### src/sv/assert_macros.svh
// Assertion macros for the text-mode renderer checks.
// Depends on nothing; expects clk and rst_n in the including scope.
`ifndef ASSERT_MACROS_SVH
`define ASSERT_MACROS_SVH
`ifndef SYNTHESIS
// Same-cycle implication, checked after reset is released
`define TMSR_ASSERT_IMP(name, a, b) \
  name: assert property (@(posedge clk) disable iff (!rst_n) (a) |-> (b)) \
    else $error("tmsr: same-cycle check failed");
// Next-cycle implication, checked after reset is released
`define TMSR_ASSERT_NXT(name, a, b) \
  name: assert property (@(posedge clk) disable iff (!rst_n) (a) |=> (b)) \
    else $error("tmsr: next-cycle check failed");
`else
`define TMSR_ASSERT_IMP(name, a, b)
`define TMSR_ASSERT_NXT(name, a, b)
`endif
`endif

### src/sv/tmsr_pkg.sv
// Shared constants, types and tables of the text-mode scan line renderer.
// No dependencies.
package tmsr_pkg;

  localparam int COLUMNS = 40;
  localparam int ROWS    = 25;
  localparam int GLYPHS  = 256;

  localparam int SCREEN_DEPTH = ROWS * COLUMNS;
  localparam int FONT_DEPTH   = GLYPHS * 8;

  localparam int SCR_AW  = (SCREEN_DEPTH > 1) ? $clog2(SCREEN_DEPTH) : 1;
  localparam int GLYPH_W = $clog2(GLYPHS);
  localparam int FONT_AW = GLYPH_W + 3;
  localparam int COL_W   = (COLUMNS > 1) ? $clog2(COLUMNS) : 1;

  // Command codes
  localparam logic [1:0] CMD_WR_SCREEN = 2'd0;
  localparam logic [1:0] CMD_WR_FONT   = 2'd1;
  localparam logic [1:0] CMD_FRAME     = 2'd2;
  localparam logic [1:0] CMD_RENDER    = 2'd3;

  localparam logic [31:0] BLACK_RESET = 32'h8888_8888;

  // Pixel masks, bit 7 first
  localparam logic [31:0] M7_A  = 32'hfff0_0000;
  localparam logic [31:0] M6_A  = 32'h000f_ff00;
  localparam logic [31:0] M5_A  = 32'h0000_00ff;
  localparam logic [31:0] M5_B  = 32'hf000_0000;
  localparam logic [31:0] M4_B  = 32'h0fff_0000;
  localparam logic [31:0] M3_B  = 32'h0000_fff0;
  localparam logic [31:0] M2_B  = 32'h0000_000f;
  localparam logic [31:0] M2_C  = 32'hff00_0000;
  localparam logic [31:0] M1_C  = 32'h00ff_f000;
  localparam logic [31:0] M0_C  = 32'h0000_0fff;
  localparam logic [2:0]  SUB_MASK = 3'h7;

  typedef struct packed {
    logic [31:0] w0;
    logic [31:0] w1;
    logic [31:0] w2;
  } cell_words_t;

  // Screen code to glyph index: code modulo GLYPHS, as a constant table
  typedef logic [7:0] glyph_tab_t [256];

  function automatic glyph_tab_t build_glyph_tab();
    glyph_tab_t t;
    for (int i = 0; i < 256; i++) begin
      t[i] = 8'(i % GLYPHS);
    end
    return t;
  endfunction

  localparam glyph_tab_t GLYPH_TAB = build_glyph_tab();

endpackage

### src/sv/tmsr_expand.sv
// Pixel expander: one glyph row of 8 pixels to three 32-bit serial words.
// Depends on tmsr_pkg (masks, cell_words_t).
module tmsr_expand (
  input  logic [7:0]           px,
  input  logic [31:0]          black,
  output tmsr_pkg::cell_words_t words
);

  always_comb begin
    words.w0 = black;
    words.w1 = black;
    words.w2 = black;
    if (px[7]) words.w0 = words.w0 | tmsr_pkg::M7_A;
    if (px[6]) words.w0 = words.w0 | tmsr_pkg::M6_A;
    if (px[5]) begin
      words.w0 = words.w0 | tmsr_pkg::M5_A;
      words.w1 = words.w1 | tmsr_pkg::M5_B;
    end
    if (px[4]) words.w1 = words.w1 | tmsr_pkg::M4_B;
    if (px[3]) words.w1 = words.w1 | tmsr_pkg::M3_B;
    if (px[2]) begin
      words.w1 = words.w1 | tmsr_pkg::M2_B;
      words.w2 = words.w2 | tmsr_pkg::M2_C;
    end
    if (px[1]) words.w2 = words.w2 | tmsr_pkg::M1_C;
    if (px[0]) words.w2 = words.w2 | tmsr_pkg::M0_C;
  end

endmodule

### config.mk
export PLATFORM = sky130hd
export DESIGN_NAME = tmsr_expand
export DESIGN_NICKNAME = d
export VERILOG_FILES = /design/src/sv/assert_macros.svh /design/src/sv/tmsr_pkg.sv /design/src/sv/tmsr_expand.sv
export SDC_FILE = /design/constraint.sdc
export NUM_CORES = 1
export LEC_CHECK = 0
export BUFFER_PORTS_ARGS = -buffer_cell sky130_fd_sc_hd__buf_2
export CELL_PAD_IN_SITES_DETAIL_PLACEMENT = 0
export CELL_PAD_IN_SITES_GLOBAL_PLACEMENT = 1
export CORE_MARGIN = 2
export CORE_UTILIZATION = 13
export DETAILED_ROUTE_END_ITERATION = 10
export GPL_TIMING_DRIVEN = 0
export PLACE_DENSITY = 0.79
export REMOVE_ABC_BUFFERS = 1
export SETUP_SLACK_MARGIN = 0.3
export SYNTH_ARGS = -nofsm -noshare
export SYNTH_HDL_FRONTEND = slang
export SYNTH_SLANG_ARGS = --single-unit
### constraint.sdc
create_clock -name vclk -period 0.8
set_input_delay 0.04 -clock vclk [all_inputs]
set_output_delay 0.04 -clock vclk [all_outputs]
set_load 0.05 [all_outputs]
* Word-level counts from Yosys, hierarchy flattened *
Index checks and enable logic that the tools add are counted.

operators by class
  muxes and demuxes = 8

operator list
  cell      number
  $mux W40  1
  $mux W36  1
  $mux W32  1
  $mux W28  1
  $mux W24  1
  $mux W20  1
  $mux W16  1
  $mux W12  1

word-level totals
  register bits = 0
  bits of input ports = 40

* Longest topological paths before layout *
  word-level depth = 8
  gate-level depth with buffers = 2
  gate-level depth less buffers = 1

* Least setup slack after synthesis *
OpenSTA, ideal clock, no wires.

  path kind = input-to-output
  start = in px[0]
  end = out words[0] (netlist bit)
  data arrival time = 549 ps
  data required time = 760 ps
  path slack = 211 ps
  stages = 2
  buffers on the path = 1
  cells stage by stage = buf_6 > or2_1

RTL lines
  what             RTL line          source
  start, declared  tmsr_expand.sv:4  input logic [7:0] px,
  end, declared    tmsr_expand.sv:6  output tmsr_pkg::cell_words_t words

==> summary.txt <==
DRC viols: 0
most frequent cells in the layout: buf_6 (117), or2_1 (84), or2_4 (12), buf_8 (11)
Synth warnings: 0
Core Box Area: 5110 sq um
power per cell area: 863 nW/um^2
IR Drop Worst-Case VDD: 0.359 mV
total gr overflow: 0
# setup viols final: 0
clock power share: 0%
via count: 1208
antenna violations before repair: 0
largest stage delay on the critical path: 240 ps
NetSw: 1.25 mW
Hold Crit Class: in -> out
first-pass GRT wire length: 7050 um
initial DRC count: 11
largest cells by area after synthesis: or2_1 (81%), buf_6 (13%), or2_2 (6.3%)
status: finished clean
crit path max fanout: 3
combinational share of power: 100.0%
Synth top area share: 80.6%
Final Slew Violations: 0
cells after synthesis: 104
WHS: 392 ps
CP Launch Type: input port
Avg Inst Size Synth: 6.64 sq um
I/O pins: 136
max frequency: 1710 MHz
share of post-route cells with drive strength above 1: 65.0%
nets: 282
Clock Buffer Count: 0
Pleak: 1.16 nW
period utilisation layout: 72.9%
fin area: 2580 sq um
Seq cells: 0
total global-route track usage: 14.5%
critical path's slowest cell: or2_1
Final Critical Period: 583 ps
crit path kind: in -> out
Via density: 3.90
initial core utilization: 13.5%
Multi-input gate area: 631 sq um
part of the power in registers: 0%
Max Cap Viol: 0
setup TNS: 0 ps
Synth-to-Final Area Change: 274%
Req. time, crit path: 760 ps
die extent in x: 76.9 um
Seq/Total Area, Yosys: 0%
Critical Path AT: 540 ps
fill cell count: 449
drt first pass iters: 4
Die Y: 76.9 um
sw frac: 56.3%
WL/cell: 14.7 um
Rows: 26
commonest non-fill, non-tap cell in the layout: buf_6
Placer Congestion: 0.649
total power: 2.23 mW
CP Buf/Inv Count: 2
critical path depth: 3
final WL: 4550 um
Reg area: 0 sq um
Int Pwr: 0.974 mW
crit path capture type: output pin
cell taking the most area after synthesis: or2_1
diode count: 0
synthesized area: 691 sq um
Cell Chain, Critical Path: buf_6 -> or2_1 -> buf_6
hold depth: 3
vias in the first global route: 1344
Die ar.: 5910 sq um
Slew HR: 92.5%
largest net degree at the start of global routing: 7
Synth cell types: 3
DP Area: 1370 sq um
Final Hold Fails: 0
PortBufs: 136
Antenna Violating Nets Remaining: 0
slew of the pin with the lowest slew margin: 113 ps
Post-CTS Setup Repair Bufs: 0
RSZ-0062 raised after global routing: yes
most used cell, CP: buf_6
crit-path leading delay family: buffers and inverters
routing by layer:
metal  vias up  global-route usage, %  part of all wire, %
met5         -                      0                    0
met4         0                  0.909                 0.48
met3         2                   3.18                  8.1
met2        79                   30.5                   57
met1       542                   14.7                   34
li1        585                      -                    -
through the flow:
step,utilization (%),instances,worst slack (ps)
finish,50.5,310,217
global route,50.5,310,213
CTS,50.0,310,220
detailed placement,26.8,302,56.6
global placement,26.8,302,61.7
floorplan,-,96,310
cells by family after synthesis:
logic type	Yosys count	synth area share, %
AND/OR/NAND/NOR	96	87.0
buffers and inverters	8	13.0
cells in the mapped netlist:
library cell,instances
buf_6,8
or2_2,7
or2_1,89
area by class of cell:
class	instances	share of cell area (%)
Multi-Input combinational cell	96	24.4
Tap cell	70	3.39
Timing Repair Buffer	144	72.2
timing repair:
| action | 4_1_cts | 5_1_grt |
|---|---|---|
| resized for setup | 278 | 9 |
| hold buffers | 0 | 0 |
| hold endpoints to repair | 0 | 0 |
| gates cloned | 8 | 0 |
| pin swaps | 47 | 13 |
| endpoints found under the setup margin | 96 | 96 |
power by group through the flow:
stage / clock (mW) / combinational [mW] / sequential (mW)
floorplan: 0 / 1.10 / 0
global placement: 0 / 1.50 / 0
detailed placement: 0 / 1.50 / 0
CTS: 0 / 2.19 / 0
global route: 0 / 2.31 / 0
finish: 0 / 2.23 / 0
path summary, 6_finish.rpt:
path                   from   endpoint  slack (ps)
setup / recovery   black[6]   words[6]         220
hold / removal    black[27]  words[59]         390
(Power assumes the default switching activity.)
