$ cat src/sv/assert_macros.svh
// Assertion macros for the text-mode renderer checks.
// Depends on nothing; expects clk and rst_n in the including scope.
`ifndef ASSERT_MACROS_SVH
`define ASSERT_MACROS_SVH
`ifndef SYNTHESIS
// Same-cycle implication, checked after reset is released
`define TMSR_ASSERT_IMP(name, a, b) \
  name: assert property (@(posedge clk) disable iff (!rst_n) (a) |-> (b)) \
    else $error("tmsr: same-cycle check failed");
// Next-cycle implication, checked after reset is released
`define TMSR_ASSERT_NXT(name, a, b) \
  name: assert property (@(posedge clk) disable iff (!rst_n) (a) |=> (b)) \
    else $error("tmsr: next-cycle check failed");
`else
`define TMSR_ASSERT_IMP(name, a, b)
`define TMSR_ASSERT_NXT(name, a, b)
`endif
`endif

$ cat src/sv/tmsr_ram.sv
// Generic single-write, single-read RAM with registered read data.
// No dependencies.
module tmsr_ram #(
  parameter int WIDTH = 8,
  parameter int DEPTH = 256
) (
  input  logic                     clk,
  input  logic                     we,
  input  logic [$clog2(DEPTH)-1:0] waddr,
  input  logic [WIDTH-1:0]         wdata,
  input  logic [$clog2(DEPTH)-1:0] raddr,
  output logic [WIDTH-1:0]         rdata
);

  logic [WIDTH-1:0] mem [DEPTH];

  always_ff @(posedge clk) begin
    if (we) begin
      mem[waddr] <= wdata;
    end
    rdata <= mem[raddr];
  end

endmodule

$ cat config.mk
export PLATFORM = sky130hd
export DESIGN_NAME = tmsr_ram
export DESIGN_NICKNAME = d
export VERILOG_FILES = /design/src/sv/assert_macros.svh /design/src/sv/tmsr_ram.sv
export SDC_FILE = /design/constraint.sdc
export NUM_CORES = 2
export LEC_CHECK = 0
export BUFFER_PORTS_ARGS = -buffer_cell sky130_fd_sc_hd__buf_4
export CAP_MARGIN = 25
export CORE_ASPECT_RATIO = 1.5
export CORE_MARGIN = 2
export CORE_UTILIZATION = 23
export DETAILED_ROUTE_END_ITERATION = 8
export SLEW_MARGIN = 25
export SYNTH_ARGS = -nofsm -noshare
export SYNTH_HDL_FRONTEND = slang
export SYNTH_SLANG_ARGS = --single-unit
$ cat constraint.sdc
create_clock -name clk -period 3.15 [get_ports clk]
set_clock_uncertainty 0.2 [all_clocks]
set_input_delay 0.945 -clock clk [delete_from_list [all_inputs] [get_ports clk]]
set_output_delay 0.945 -clock clk [all_outputs]
set_load 0.05 [all_outputs]
After elaboration in Yosys (flattened, before gate mapping)
Memories as Yosys holds them, arrays and structs flattened. A register that Yosys moved wholly into a read port is not among the register bits.
Index checks and enable logic that the tools add are counted.
{"block": "op_classes", "muxes": 2}
{"operator": "$mux 1", "n": 2}
{"block": "word_totals", "n_memories": 1, "word_cells": 3, "input_bits": 26, "ramBits": 2048, "register_bits": 0, "out_inout_bits": 8}
{"memory": "mem", "depth": 256, "width": 8, "rd": 1, "rd_clocked_by_memory_dff": 1, "write_ports": 1, "line_no": "tmsr_ram.sv:15", "rtl": "logic [WIDTH-1:0] mem [DEPTH];"}

Depth between registers and ports, before layout
{"block": "depth", "depth_word": 2, "mapped_depth": 11, "ltp_nobuf": 6}

Least setup slack after synthesis
OpenSTA, ideal clock, no wires.
{"block": "synth_path", "path_type": "input port to flip-flop", "from": "input port raddr[0]", "to": "register rdata[2], read port of mem", "t_arrival_ps": 2752, "required_ps": 2819, "path_stages": 9, "n_path_buf": 4, "setup_slack_ps": 67, "setup_time_ps": 131, "cell_sequence": "buf_6 -> buf_12 -> buf_8 -> buf_2 -> mux4_2 -> a22oi_1 -> a21oi_1 -> nor4_1 -> nor4_2"}
{"item": "from (decl)", "line_no": "tmsr_ram.sv:11", "rtl": "input logic [$clog2(DEPTH)-1:0] raddr,"}
{"item": "to (decl)", "line_no": "tmsr_ram.sv:12", "rtl": "output logic [WIDTH-1:0] rdata"}

==> impl_results.md <==
* Crit path kind: primary input to flop
* Post-synthesis cell count at 3733
* Yosys warns at 0
* Row count at 264
* Final hold violations at 0
* Measured slew at the worst slew-check pin at 1020 ps
* GRT Total Usage at 12.0%
* Via count at 40100
* Final Critical Period at 3200 ps
* Pwr Density at 567 mW/mm^2
* Top post-synthesis cells by area: edfxtp_1, mux4_2, mux2i_1
* Register bit count reported by yosys at 2056
* Main synth FF type: edfxtp_1
* Syn_area_per_cell at 21.3 um^2
* GP Congestion at 0.864
* Tcrit/Tclk final at 101%
* Worst-Skew Late Latency at 840 ps
* Remaining DRCs at 0
* Drt wl/cell at 23.6 um
* Worst hold slack at 297 ps
* Final instance area at 0.0965 mm^2
* Critical Path Start Type: primary input
* Number of library cell types mapped by synthesis at 55
* PortBufs at 33
* F_max at 313 MHz
* Post-Syn Area at 0.0796 mm^2
* Die X at 484 um
* Crit path DAT at 3690 ps
* Global-route wire length before repair at 307000 um
* Post-synth EDFFs at 2048
* Synth top area share at 77.3%
* Reg clk slew, reported paths at 70 ps
* Hold wc startpoint: wdata[0]
* TritonRoute pass-1 iters at 5
* Failing checks: setup timing
* CTS Buf Count at 168
* Layout cells sized above 1 at 33.2%
* Async set-reset flop share out of synthesis at 0%
* Leakage power at 30.4 nW
* Hold/Removal Path Class: primary input to flop
* Top Ports at 34
* Synth-to-Final Area Change at 21.3%
* Max-cap violation count at 0
* Final Core Density at 28.0%
* CP Max Fanout at 16
* CTS sink count at 2056
* Die ar. at 0.351 mm^2
* Core area at 0.345 mm^2
* Hold depth at 1
* Vias per Instance at 4.40
* Placed Area at 0.0910 mm^2
* Vias in the first global route at 42500
* Die Y at 724 um
* Antenna violations before repair at 16
* Maximum vdd drop at 0.000366 V
* Post-route ant nets at 0
* Mapped Nets at 3759
* Reg2Reg Setup Slack at 400 ps
* Initial core utilization at 23.1%
* Post-synth top area cell: edfxtp_1
* Hold Path Sink: mem[144][0]$_DFFE_PP_
* FF-to-FF path depth at 8
* Largest net degree at the start of global routing at 100
* Clk buf depth at 4
* CTS root buffer: clkbuf_16
* Slack of the critical path at -45.2 ps
* Reg2Reg Capture Point: rdata[0]$_DFF_P_
* Seq/Total Area, Yosys at 77.5%
* Status: finished, violations left
* Max_slew headroom at 31.9%
* Setup violators final at 1
* Nets at 4492
* GRT Residual Overflow at 0
* Crit Reg-Reg Startpoint: mem[140][0]$_DFFE_PP_
* DR iter-0 viols at 3738
* Routed wire length at 215000 um
* Detailed placement HPWL at 150000 um
* H-tree depth at 4
* Required time worst endpoint at 3640 ps
* Fin. max-slew vios at 0
* TritonCTS clock tree: done
* Element type at the critical path end: flop
power breakdown:
| group | leakage, nW | internal (mW) | switching (mW) |
|---|---|---|---|
| sequential | 18.5 | 30.1 | 0.0743 |
| combinational | 9.28 | 1.37 | 2.00 |
| clock | 2.60 | 11.4 | 9.73 |
| total | 30.4 | 42.9 | 11.8 |
synthesized netlist by cell type (all sizes together) (2+ instances only):
library cell and instances:
a2111oi 5, a211oi 16, a21oi 96, a221oi 14
a22o 8, a22oi 133, a311oi 2, a31oi 2
and2 6, and3b 2, buf 122, clkbuf 111
dfxtp 8, edfxtp 2048, mux2i 134, mux4 456
nand2 33, nand2b 8, nand3 34, nand3b 2
nand4 10, nor2 282, nor2b 31, nor3 22
nor4 27, o211ai 10, o21ai 12, o221ai 47
o22a 5, o22ai 28, o32ai 5, or2 4
how the worst max path moves through the flow:
stage / from / endpoint / slack (ps) / cells after the start
3_3_place_gp: raddr[0] / rdata[1]$_DFF_P_ / -1600 / 11
3_5_place_dp: raddr[0] / rdata[7]$_DFF_P_ / -1530 / 10
4_1_cts: raddr[0] / rdata[0]$_DFF_P_ / 20 / 11
6_report: raddr[0] / rdata[1]$_DFF_P_ / -50 / 9
2_1_floorplan: raddr[0] / rdata[2]$_DFF_P_ / 70 / 9
5_1_grt: raddr[0] / rdata[3]$_DFF_P_ / -10 / 9
cell type report:
type	count	area [um^2]
inverter	2	7.51
antenna	8	20.0
clock inverter	100	982
sequential	2056	61700
multi-input combinational	1442	16600
timing repair buffer	796	7260
tap	4522	5660
fill	33800	248000
clock buffer	194	4380
critical path, stage by stage:
cell     delay, ps
buf_8          230
buf_16         220
buf_12         180
mux4_2         530
mux4_2         530
nor2b_1        190
nor4_4         510
buf_4          240
nor4_1          60
flip-flops by register name (all words and copies together), names as in the netlist:
register and count:
mem 2048, rdata 8
cells by family (layout without fill, tap and decap cells):
family	after synthesis	in the layout	share of synthesized area [%]
DFF	2056	2056	77.5
AOI/OAI and AO/OA	385	385	3.42
other	0	8	0
muxes	591	591	14.6
buffers and inverters	235	1092	1.83
and+or+nand+nor	466	466	2.63
cell usage in the layout (no fill, tap or decap), types with 13 or more instances in the layout:
cell,count
buf_4,689
buf_12,94
bufinv_16,17
a21oi_1,96
mux2i_1,134
nand3_1,34
a211oi_1,13
clkbuf_1,22
nand2_1,33
nor4_1,17
clkinvlp_4,14
mux4_2,454
nor3_1,21
clkinv_1,28
nor2b_1,28
o22ai_1,28
a22oi_1,133
o221ai_1,46
clkinv_2,32
clkbuf_16,171
a221oi_1,13
edfxtp_1,2048
nor2_1,279
per-layer routing:
| layer | GRT usage, % | up-vias | routed length, um |
|---|---|---|---|
| li1 | - | 17100 | - |
| met1 | 12.7 | 21500 | 74500 |
| met2 | 23.4 | 1188 | 120000 |
| met3 | 1.25 | 371 | 9870 |
| met4 | 5.67 | 2 | 10700 |
| met5 | 0 | - | 18 |
repair_timing:
item	4_1_cts	5_1_grt
setup endpoints to repair	6	2
buffers inserted	0	6
endpoints found under the hold margin	0	0
resized for setup	14	2
pin swaps	1	2
hold buffers	0	0
metrics by stage:
stage / setup TNS [ps] / instances / total power, mW / worst slack [ps]
global route: -16.2 / 9115 / 56.1 / -10.5
detailed placement: -8210 / 8812 / 34.2 / -1530
CTS: 0 / 9106 / 55.1 / 17.0
finish: -45.2 / 9120 / 54.7 / -45.2
floorplan: 0 / 3733 / 32.3 / 67.1
global placement: -9030 / 8812 / 34.1 / -1600
(Power assumes the default switching activity.)
